$ cat src/rtl/core/mcop_pkg.sv
// Shared types and constants for the midpoint circle octant plotter.
// Holds the octet queue entry, the per-pixel plan table and colour codes.
// No dependencies.
`default_nettype none

package mcop_pkg;

    // Colour codes
    localparam logic [1:0] GREEN  = 2'd0;
    localparam logic [1:0] RED    = 2'd1;
    localparam logic [1:0] YELLOW = 2'd2;
    localparam logic [1:0] BLUE   = 2'd3;

    // Input action codes
    localparam logic ACT_START = 1'b0;
    localparam logic ACT_STEP  = 1'b1;

    // Geometry widths
    localparam int ARC_W = 10;
    localparam int DEC_W = 13;
    // Wide enough for any supported coordinate width plus a carry
    localparam int SUM_W = 17;

    // Index of the last of the eight pixels of an octet
    localparam logic [2:0] LAST_IDX = 3'd7;

    // Octet queue geometry
    localparam int QDEPTH = 2;
    localparam int QPTR_W = $clog2(QDEPTH);
    localparam int QCNT_W = $clog2(QDEPTH + 1);

    // One octet to be drawn: current point, centre and final-octet flag
    typedef struct packed {
        logic [ARC_W-1:0] arc_x;
        logic [ARC_W-1:0] arc_y;
        logic [ARC_W-1:0] cen_col;
        logic [ARC_W-1:0] cen_row;
        logic             done;
    } t_octet;

    // How one pixel of the octet is formed from (x, y)
    typedef struct packed {
        logic       swap;     // column takes y, row takes x
        logic       neg_col;  // subtract the column offset
        logic       neg_row;  // subtract the row offset
        logic [1:0] colour;
    } t_plan;

    function automatic t_plan pixel_plan(input logic [2:0] idx);
        t_plan p;
        unique case (idx)
            3'd0: p = '{swap: 1'b0, neg_col: 1'b0, neg_row: 1'b1, colour: GREEN};
            3'd1: p = '{swap: 1'b1, neg_col: 1'b0, neg_row: 1'b1, colour: GREEN};
            3'd2: p = '{swap: 1'b1, neg_col: 1'b0, neg_row: 1'b0, colour: GREEN};
            3'd3: p = '{swap: 1'b0, neg_col: 1'b0, neg_row: 1'b0, colour: RED};
            3'd4: p = '{swap: 1'b0, neg_col: 1'b1, neg_row: 1'b0, colour: YELLOW};
            3'd5: p = '{swap: 1'b1, neg_col: 1'b1, neg_row: 1'b0, colour: GREEN};
            3'd6: p = '{swap: 1'b1, neg_col: 1'b1, neg_row: 1'b1, colour: GREEN};
            3'd7: p = '{swap: 1'b0, neg_col: 1'b1, neg_row: 1'b1, colour: BLUE};
            default: p = '{swap: 1'b0, neg_col: 1'b0, neg_row: 1'b0, colour: GREEN};
        endcase
        return p;
    endfunction

endpackage

`default_nettype wire

$ cat src/rtl/core/mcop_front.sv
// Front end: accepts items, keeps the midpoint state and classifies each item.
// Emitting items are pushed as one octet entry into the queue.
// Depends on mcop_pkg.
`default_nettype none

module mcop_front import mcop_pkg::*; (
    input  wire logic             i_clk,
    input  wire logic             i_rst_n,
    input  wire logic             i_in_valid,
    output logic                  o_in_stall,
    input  wire logic             i_action,
    input  wire logic [ARC_W-1:0] i_center_x,
    input  wire logic [ARC_W-1:0] i_center_y,
    input  wire logic [ARC_W-1:0] i_radius,
    input  wire logic             i_q_full,
    output logic                  o_push,
    output t_octet                o_entry
);

    logic [ARC_W-1:0] r_arc_x, n_arc_x;
    logic [ARC_W-1:0] r_arc_y, n_arc_y;
    logic [DEC_W-1:0] r_dec, n_dec;
    logic [ARC_W-1:0] r_cen_col, r_cen_row;
    logic             r_drawing;

    logic             is_start, emit, accept;
    logic [ARC_W-1:0] x_cur, y_cur, col_cur, row_cur;
    logic [DEC_W-1:0] d_cur;
    logic [ARC_W:0]   nx;
    logic [ARC_W+1:0] nx_s, ny_s, diff;
    logic             done;

    assign o_in_stall = i_q_full;
    assign accept     = i_in_valid && !i_q_full;

    // Select the point to draw: fresh circle on start, stored point otherwise
    assign is_start = (i_action == ACT_START);
    assign emit     = is_start || r_drawing;
    assign x_cur    = is_start ? '0 : r_arc_x;
    assign y_cur    = is_start ? i_radius : r_arc_y;
    assign col_cur  = is_start ? i_center_x : r_cen_col;
    assign row_cur  = is_start ? i_center_y : r_cen_row;
    assign d_cur    = is_start ? (DEC_W'(1) - {{(DEC_W-ARC_W){1'b0}}, i_radius}) : r_dec;

    // Advance the point and the decision variable
    assign nx   = {1'b0, x_cur} + (ARC_W+1)'(1);
    assign nx_s = {1'b0, nx};
    assign ny_s = d_cur[DEC_W-1] ? {2'b00, y_cur} : ({2'b00, y_cur} - (ARC_W+2)'(1));
    assign diff = nx_s - ny_s;
    assign done = $signed(nx_s) >= $signed(ny_s);

    always_comb begin
        n_arc_x = nx[ARC_W-1:0];
        n_arc_y = ny_s[ARC_W-1:0];
        if (d_cur[DEC_W-1]) begin
            n_dec = d_cur + {{(DEC_W-ARC_W-2){1'b0}}, nx, 1'b1};
        end else begin
            n_dec = d_cur + {diff[DEC_W-2:0], 1'b1};
        end
    end

    // Hand the octet to the queue
    assign o_push  = accept && emit;
    assign o_entry = '{arc_x: x_cur, arc_y: y_cur, cen_col: col_cur,
                       cen_row: row_cur, done: done};

    // Update the circle state on every emitting item
    always_ff @(posedge i_clk) begin
        if (!i_rst_n) begin
            r_arc_x   <= '0;
            r_arc_y   <= '0;
            r_dec     <= '0;
            r_cen_col <= '0;
            r_cen_row <= '0;
            r_drawing <= 1'b0;
        end else if (accept && emit) begin
            r_arc_x   <= n_arc_x;
            r_arc_y   <= n_arc_y;
            r_dec     <= n_dec;
            r_cen_col <= col_cur;
            r_cen_row <= row_cur;
            r_drawing <= !done;
        end
    end

endmodule

`default_nettype wire

$ cat src/rtl/core/mcop_queue.sv
// Short octet queue between the front and back ends.
// Register-based FIFO of t_octet entries. Depends on mcop_pkg.
`default_nettype none

module mcop_queue import mcop_pkg::*; (
    input  wire logic   i_clk,
    input  wire logic   i_rst_n,
    input  wire logic   i_push,
    input  wire t_octet i_entry,
    input  wire logic   i_pop,
    output logic        o_full,
    output logic        o_nonempty,
    output t_octet      o_head
);

    t_octet              r_mem [QDEPTH];
    logic [QPTR_W-1:0]   r_wr, r_rd;
    logic [QCNT_W-1:0]   r_count;
    logic                do_push, do_pop;

    assign o_full     = (r_count == QCNT_W'(QDEPTH));
    assign o_nonempty = (r_count != '0);
    assign o_head     = r_mem[r_rd];
    assign do_push    = i_push && !o_full;
    assign do_pop     = i_pop && o_nonempty;

    // Store entries
    always_ff @(posedge i_clk) begin
        if (do_push) begin
            r_mem[r_wr] <= i_entry;
        end
    end

    // Advance pointers and occupancy
    always_ff @(posedge i_clk) begin
        if (!i_rst_n) begin
            r_wr    <= '0;
            r_rd    <= '0;
            r_count <= '0;
        end else begin
            if (do_push) begin
                r_wr <= r_wr + QPTR_W'(1);
            end
            if (do_pop) begin
                r_rd <= r_rd + QPTR_W'(1);
            end
            if (do_push && !do_pop) begin
                r_count <= r_count + QCNT_W'(1);
            end else if (do_pop && !do_push) begin
                r_count <= r_count - QCNT_W'(1);
            end
        end
    end

endmodule

`default_nettype wire

$ cat src/rtl/core/mcop_back.sv
// Back end: walks the eight symmetric pixels of the head octet, one per cycle
// when not stalled, into a valid/stall output register. Depends on mcop_pkg.
`default_nettype none

module mcop_back import mcop_pkg::*; #(
    parameter int COORD_WIDTH = 12
) (
    input  wire logic                     i_clk,
    input  wire logic                     i_rst_n,
    input  wire logic                     i_q_nonempty,
    input  wire t_octet                   i_head,
    output logic                          o_pop,
    output logic                          o_out_valid,
    input  wire logic                     i_out_stall,
    output logic signed [COORD_WIDTH-1:0] o_pixel_x,
    output logic signed [COORD_WIDTH-1:0] o_pixel_y,
    output logic [1:0]                    o_colour,
    output logic                          o_octet_last,
    output logic                          o_circle_done
);

    logic [2:0]       r_idx;
    logic             r_out_valid;
    logic [COORD_WIDTH-1:0] r_pixel_x, r_pixel_y;
    logic [1:0]       r_colour;
    logic             r_octet_last, r_circle_done;

    t_plan            plan;
    logic             load;
    logic [SUM_W-1:0] cx_ext, cy_ext, xo_ext, yo_ext, col_off, row_off;
    logic [SUM_W-1:0] n_col, n_row;

    assign load  = i_q_nonempty && (!r_out_valid || !i_out_stall);
    assign o_pop = load && (r_idx == LAST_IDX);

    // Form the current pixel from the plan table
    assign plan    = pixel_plan(r_idx);
    assign cx_ext  = {{(SUM_W-ARC_W){1'b0}}, i_head.cen_col};
    assign cy_ext  = {{(SUM_W-ARC_W){1'b0}}, i_head.cen_row};
    assign xo_ext  = {{(SUM_W-ARC_W){1'b0}}, i_head.arc_x};
    assign yo_ext  = {{(SUM_W-ARC_W){1'b0}}, i_head.arc_y};
    assign col_off = plan.swap ? yo_ext : xo_ext;
    assign row_off = plan.swap ? xo_ext : yo_ext;
    assign n_col   = plan.neg_col ? (cx_ext - col_off) : (cx_ext + col_off);
    assign n_row   = plan.neg_row ? (cy_ext - row_off) : (cy_ext + row_off);

    // Hold the pixel payload while stalled
    always_ff @(posedge i_clk) begin
        if (load) begin
            r_pixel_x     <= n_col[COORD_WIDTH-1:0];
            r_pixel_y     <= n_row[COORD_WIDTH-1:0];
            r_colour      <= plan.colour;
            r_octet_last  <= (r_idx == LAST_IDX);
            r_circle_done <= i_head.done;
        end
    end

    // Advance the pixel counter and output valid
    always_ff @(posedge i_clk) begin
        if (!i_rst_n) begin
            r_idx       <= '0;
            r_out_valid <= 1'b0;
        end else begin
            if (load) begin
                r_idx       <= r_idx + 3'd1;
                r_out_valid <= 1'b1;
            end else if (!i_out_stall) begin
                r_out_valid <= 1'b0;
            end
        end
    end

    assign o_out_valid   = r_out_valid;
    assign o_pixel_x     = r_pixel_x;
    assign o_pixel_y     = r_pixel_y;
    assign o_colour      = r_colour;
    assign o_octet_last  = r_octet_last;
    assign o_circle_done = r_circle_done;

endmodule

`default_nettype wire

$ cat src/rtl/core/midpoint_circle_octant_plotter.sv
// Midpoint circle octant plotter, top level.
// An item's first pixel passes the octet queue and then the back-end output register.
// Each emitting item gives eight pixels, one per cycle from the back end when its
// output is not stalled; a two-entry octet queue lets the front take items meanwhile.
// Reset (synchronous, active low) clears the circle state, queue and output valid.
// Depends on mcop_pkg, mcop_front, mcop_queue, mcop_back.
`default_nettype none

module midpoint_circle_octant_plotter import mcop_pkg::*; #(
    parameter int COORD_WIDTH = 12
) (
    input  wire logic                     i_clk,
    input  wire logic                     i_rst_n,
    input  wire logic                     i_in_valid,
    output logic                          o_in_stall,
    input  wire logic                     i_action,
    input  wire logic [ARC_W-1:0]         i_center_x,
    input  wire logic [ARC_W-1:0]         i_center_y,
    input  wire logic [ARC_W-1:0]         i_radius,
    output logic                          o_out_valid,
    input  wire logic                     i_out_stall,
    output logic signed [COORD_WIDTH-1:0] o_pixel_x,
    output logic signed [COORD_WIDTH-1:0] o_pixel_y,
    output logic [1:0]                    o_colour,
    output logic                          o_octet_last,
    output logic                          o_circle_done
);

    logic   q_full, q_nonempty, push, pop;
    t_octet entry, head;

    // Accept and classify items
    mcop_front u_front (
        .i_clk      (i_clk),
        .i_rst_n    (i_rst_n),
        .i_in_valid (i_in_valid),
        .o_in_stall (o_in_stall),
        .i_action   (i_action),
        .i_center_x (i_center_x),
        .i_center_y (i_center_y),
        .i_radius   (i_radius),
        .i_q_full   (q_full),
        .o_push     (push),
        .o_entry    (entry)
    );

    // Buffer octets between the two ends
    mcop_queue u_queue (
        .i_clk      (i_clk),
        .i_rst_n    (i_rst_n),
        .i_push     (push),
        .i_entry    (entry),
        .i_pop      (pop),
        .o_full     (q_full),
        .o_nonempty (q_nonempty),
        .o_head     (head)
    );

    // Emit the eight pixels of each octet
    mcop_back #(
        .COORD_WIDTH (COORD_WIDTH)
    ) u_back (
        .i_clk         (i_clk),
        .i_rst_n       (i_rst_n),
        .i_q_nonempty  (q_nonempty),
        .i_head        (head),
        .o_pop         (pop),
        .o_out_valid   (o_out_valid),
        .i_out_stall   (i_out_stall),
        .o_pixel_x     (o_pixel_x),
        .o_pixel_y     (o_pixel_y),
        .o_colour      (o_colour),
        .o_octet_last  (o_octet_last),
        .o_circle_done (o_circle_done)
    );

endmodule

`default_nettype wire
$ cat config.mk
export PLATFORM = sky130hd
export DESIGN_NAME = midpoint_circle_octant_plotter
export DESIGN_NICKNAME = d
export VERILOG_FILES = /design/src/rtl/core/mcop_pkg.sv /design/src/rtl/core/mcop_front.sv /design/src/rtl/core/mcop_queue.sv /design/src/rtl/core/mcop_back.sv /design/src/rtl/core/midpoint_circle_octant_plotter.sv
export SDC_FILE = /design/constraint.sdc
export NUM_CORES = 1
export LEC_CHECK = 0
export ABC_AREA = 0
export BUFFER_PORTS_ARGS = -buffer_cell sky130_fd_sc_hd__clkbuf_2
export CELL_PAD_IN_SITES_DETAIL_PLACEMENT = 0
export CELL_PAD_IN_SITES_GLOBAL_PLACEMENT = 1
export CORE_ASPECT_RATIO = 1.4
export CORE_UTILIZATION = 30
export CTS_CLUSTER_DIAMETER = 150
export CTS_CLUSTER_SIZE = 28
export DETAILED_ROUTE_END_ITERATION = 10
export PLACE_DENSITY = 0.58
export REMOVE_ABC_BUFFERS = 1
export SLEW_MARGIN = 10
export SYNTH_ARGS = -nofsm -noshare
export SYNTH_HDL_FRONTEND = slang
export SYNTH_SLANG_ARGS = --single-unit
$ cat constraint.sdc
create_clock -name i_clk -period 5.9 [get_ports i_clk]
set_input_delay 0.59 -clock i_clk [delete_from_list [all_inputs] [get_ports i_clk]]
set_output_delay 0.59 -clock i_clk [all_outputs]
set_load 0.05 [all_outputs]
==> flow_summary_export.csv <==
group,metric,value,unit
floorplan,row_count,79,
timing,timing.final.ws_setup,987,ps
pwr,power_switching_share,34.1,%
place,placement.setup.worst_slack,559,ps
drt,wl_met3,516,um
cts,cts_tree,"built",
pwr,p_comb_share,32.8,%
cts,cts_hold_buf,0,
worst_hold_path,holdCritPathClass,"register to register",
drt,drt.antenna.violating_nets,0,
timing,worst_slew_pin_slew,1120,ps
synth,async_flop_share,0,%
drt,detail_route.wl_per_cell,15.9,um
timing,max_freq,204,MHz
worst_setup_path,timing.critical_path.required,6240,ps
place,detailed_place.area,11100,um2
pwr,share_clk_of_total_power,28.0,%
drt,drt_pass1_iterations,4,
worst_setup_path,worst-setup-path-type,"input port to register",
synth,avgSynthCellArea,10.6,um2
drt,drt-met1-wl,10.2,mm
timing,period_minus_slack,4910,ps
pwr,static_leakage,0.00474,uW
synth,synth-seq-area-share,45.4,%
cts,htree_levels,4,
worst_setup_path,timing.critical_path.arrival,5250,ps
timing,setup_total_negative_slack,0,ps
synth,synth_edf_count,110,
finish,antenna-diode-count,0,
cts,cts_sinks,178,
global_route,antenna_found_initial,0,
floorplan,core-area,33500,um2
drt,post_route_drc_violation_count,0,
drt,detail_route.iter0.violations,288,
cts,cts_root_buf,"clkbuf_16",
pwr,switching_power,1350,uW
place,gpl.final_weighted_congestion,0.764,
drt,finalWirelength,23.6,mm
timing,min_period_over_period,83.3,%
finish,layout.nets,1137,
place,total_half_perimeter_wirelength_after_legalization_and_detailed_placement,17.3,mm
floorplan,ioPinCount,65,
synth,combinational_family_with_the_most_area_after_synthesis,"compound AO/OA/AOI/OAI gates",
synth,share_of_the_synthesized_area_in_compound_gates_ao_oa_aoi_oai,11.8,%
worst_setup_path,timing.reg2reg.setup_slack,1380,ps
global_route,grt_start_max_net_pins,64,
flow_run,maxCapViolCount,0,
pwr,p_per_cell_area,339,nW/um2
synth,synth_area,10300,um2
timing,setup_viol,0,
timing,holdWs,403,ps
cts,insertion_delay,450,ps
synth,yosys.area_share.xor_xnor,5.97,%
synth,ys_types,53,
pwr,portion_of_total_power_attributed_to_sequential_cells,39.1,%
drt,routed-via-count,6871,
finish,post-route-cell-area,11700,um2
floorplan,dieWidth,158,um
global_route,grt_pass1_wl,37.6,mm
global_route,grt_util_all_layers,14.3,%
outcome,run_status,"completed",
synth,muxShareOfSynthArea,11.3,%
cts,clock_tree.buffer_depth,2,
cts,ctsResizeCount,0,
worst_setup_path,cp_max_fo,22,
pwr,internal_pwr_total,2610,uW
timing,final-max-slew-violation-count,0,
floorplan,initial_core_util,30.7,%
synth,synth-main-ff-cell,"edfxtp_1",
worst_setup_path,ff2ff_path_depth,19,
cts,cts.repair_timing.setup_buffer_count,0,
cts,cts_made_buffers,17,
pwr,max-vdd-ir-drop,129,uV
worst_setup_path,setup.worst_path.start_class,"input port",
synth,synth.ff_latch_count,178,
finish,drive_gt1_share,18.3,%
floorplan,dieHeight,221,um
floorplan,design.die.area,35000,um2
worst_setup_path,timing.critical_path.to_type,"register",
drt,route.detailed.vias_per_inst,4.62,
timing,timing.clock.skew,11.9,ps
cts,clk_pin_slew_worst_paths,60,ps
drt,total_met2_wirelength_after_detailed_routing,12.4,mm
timing,max-slew-margin-rel,25.6,%
global_route,grt_remaining_overflow,0,
finish,area_growth,14.0,%
synth,gate_count_of_the_mapped_netlist,972,
worst_hold_path,hold_path_depth,0,
drt,highest-signal-layer,"met4",
synth,post_synthesis_share_of_cell_area_spent_on_full_adders_half_adders_and_majority_gates,9.57,%
synth,ys.warnings.count,0,
timing,grt_setup_unrepaired,"no",
place,port_buffers,64,
synth,synth_simple_gate_area_share,11.7,%
timing,hold_violations,0,
global_route,first_global_vias,6977,
cell families (layout without fill, tap and decap cells):
| group | Yosys count | after routing |
|---|---|---|
| AND/OR/NAND/NOR | 262 | 262 |
| flip-flops | 178 | 178 |
| XOR/XNOR | 70 | 70 |
| adder cells (fa/ha/maj) | 76 | 76 |
| buffers and inverters | 115 | 185 |
| multiplexers | 85 | 85 |
| AO/OA/AOI/OAI | 186 | 186 |
sequential cells by signal, summed over array words and instances, names as in the netlist, 3 cells and up, named ones only:
signal	cells
u_back.r_idx	3
u_front.r_arc_y	10
u_back.plan	5
u_back.o_pixel_y	12
u_front.r_cen_col	10
u_back.o_pixel_x	12
u_queue.r_mem	82
u_front.r_arc_x	10
u_front.r_cen_row	10
u_front.r_dec	13
stage by stage:
step,power [uW],utilization (%),std cells
6_report,3970,34.9,1487
3_5_place_dp,2900,33.2,1455
5_1_grt,4220,34.9,1487
2_1_floorplan,2560,-,931
3_3_place_gp,2890,33.2,1455
4_1_cts,4030,34.9,1487
cell type report:
cell class | count | area [um2]
clock buffers | 21 | 470
clock inverters | 11 | 104
fillers | 3378 | 21800
inverters | 74 | 278
multi-input cells | 679 | 5200
flip-flops and latches | 178 | 4670
well taps | 445 | 557
repair buffers | 79 | 433
layer usage:
metal,up-vias,global-route usage (%)
met2,88,26.1
met1,3238,16.3
met3,25,2.33
met5,-,0
li1,3520,-
met4,0,5.65
cells in the mapped netlist (all sizes together), types with 2 or more instances:
master / count / area share, %
nand2: 123 / 4.5
edfxtp: 110 / 32
inv: 74 / 2.7
dfxtp: 68 / 13
ha: 68 / 8.3
xnor2: 51 / 4.3
nor2: 48 / 1.8
a21oi: 47 / 2.3
mux2: 46 / 5.0
o21ai: 45 / 2.2
clkbuf: 32 / 1.2
a21boi: 31 / 2.3
and2: 27 / 1.6
mux4: 20 / 4.4
mux2i: 19 / 1.9
o21bai: 19 / 1.4
xor2: 19 / 1.6
a21o: 16 / 1.2
nand3: 12 / 0.58
nor3: 12 / 0.68
buf: 9 / 0.35
nand2b: 8 / 0.49
nor2b: 8 / 0.49
nor3b: 6 / 0.44
nor4: 6 / 0.37
fa: 5 / 0.97
o211a: 5 / 0.49
or3: 5 / 0.30
nand4: 4 / 0.24
a211oi: 3 / 0.22
a31o: 3 / 0.26
maj3: 3 / 0.32
a31oi: 2 / 0.12
a41oi: 2 / 0.35
nand3b: 2 / 0.15
o21ba: 2 / 0.19
o22ai: 2 / 0.12
o31ai: 2 / 0.19
o41ai: 2 / 0.17
path summary, 6_finish.rpt:
| check | start | to |
|---|---|---|
| hold / removal | u_back.plan[0] | u_back.o_colour[0] |
| setup / recovery | i_action | u_front.r_dec[10] |
| hold reg to reg | u_back.plan[0] | u_back.o_colour[0] |
| setup reg to reg | u_front.r_arc_x[0] | u_front.r_dec[10] |
worst max-delay path, stage by stage:
cell     delay, ps
buf_2          380
buf_4          360
and2_1         210
ha_1           250
nand3_1        120
xnor2_1        230
inv_1           80
ha_1           300
nand3_1        120
o31a_1         310
maj3_1         410
o21ai_1        220
xnor2_1        140
nand2_1         80
xnor2_1        140
ha_1           370
nand2_1         70
o21ai_0        140
or3_1          340
a31o_2         230
and2_1         140
power groups by stage:
stage / sequential (uW) / clock, uW / combinational, uW
after global routing: 1570 / 1200 / 1450
after floorplan: 1760 / 0 / 801
final: 1550 / 1110 / 1300
after global placement: 1580 / 0 / 1310
after CTS: 1550 / 1150 / 1330
after detailed placement: 1580 / 0 / 1320
cells in the final DEF, fill, tap and decap left out, drive strengths merged, types with 16 or more instances in the layout:
master,n
o21ai,45
a21boi,31
a21o,16
ha,68
clkbuf,84
dfxtp,68
nor2,48
nand2,123
inv,77
mux2i,19
xor2,19
a21oi,47
buf,16
and2,27
mux2,46
o21bai,19
mux4,20
edfxtp,110
xnor2,51
Power figures use the tool's default switching activity.
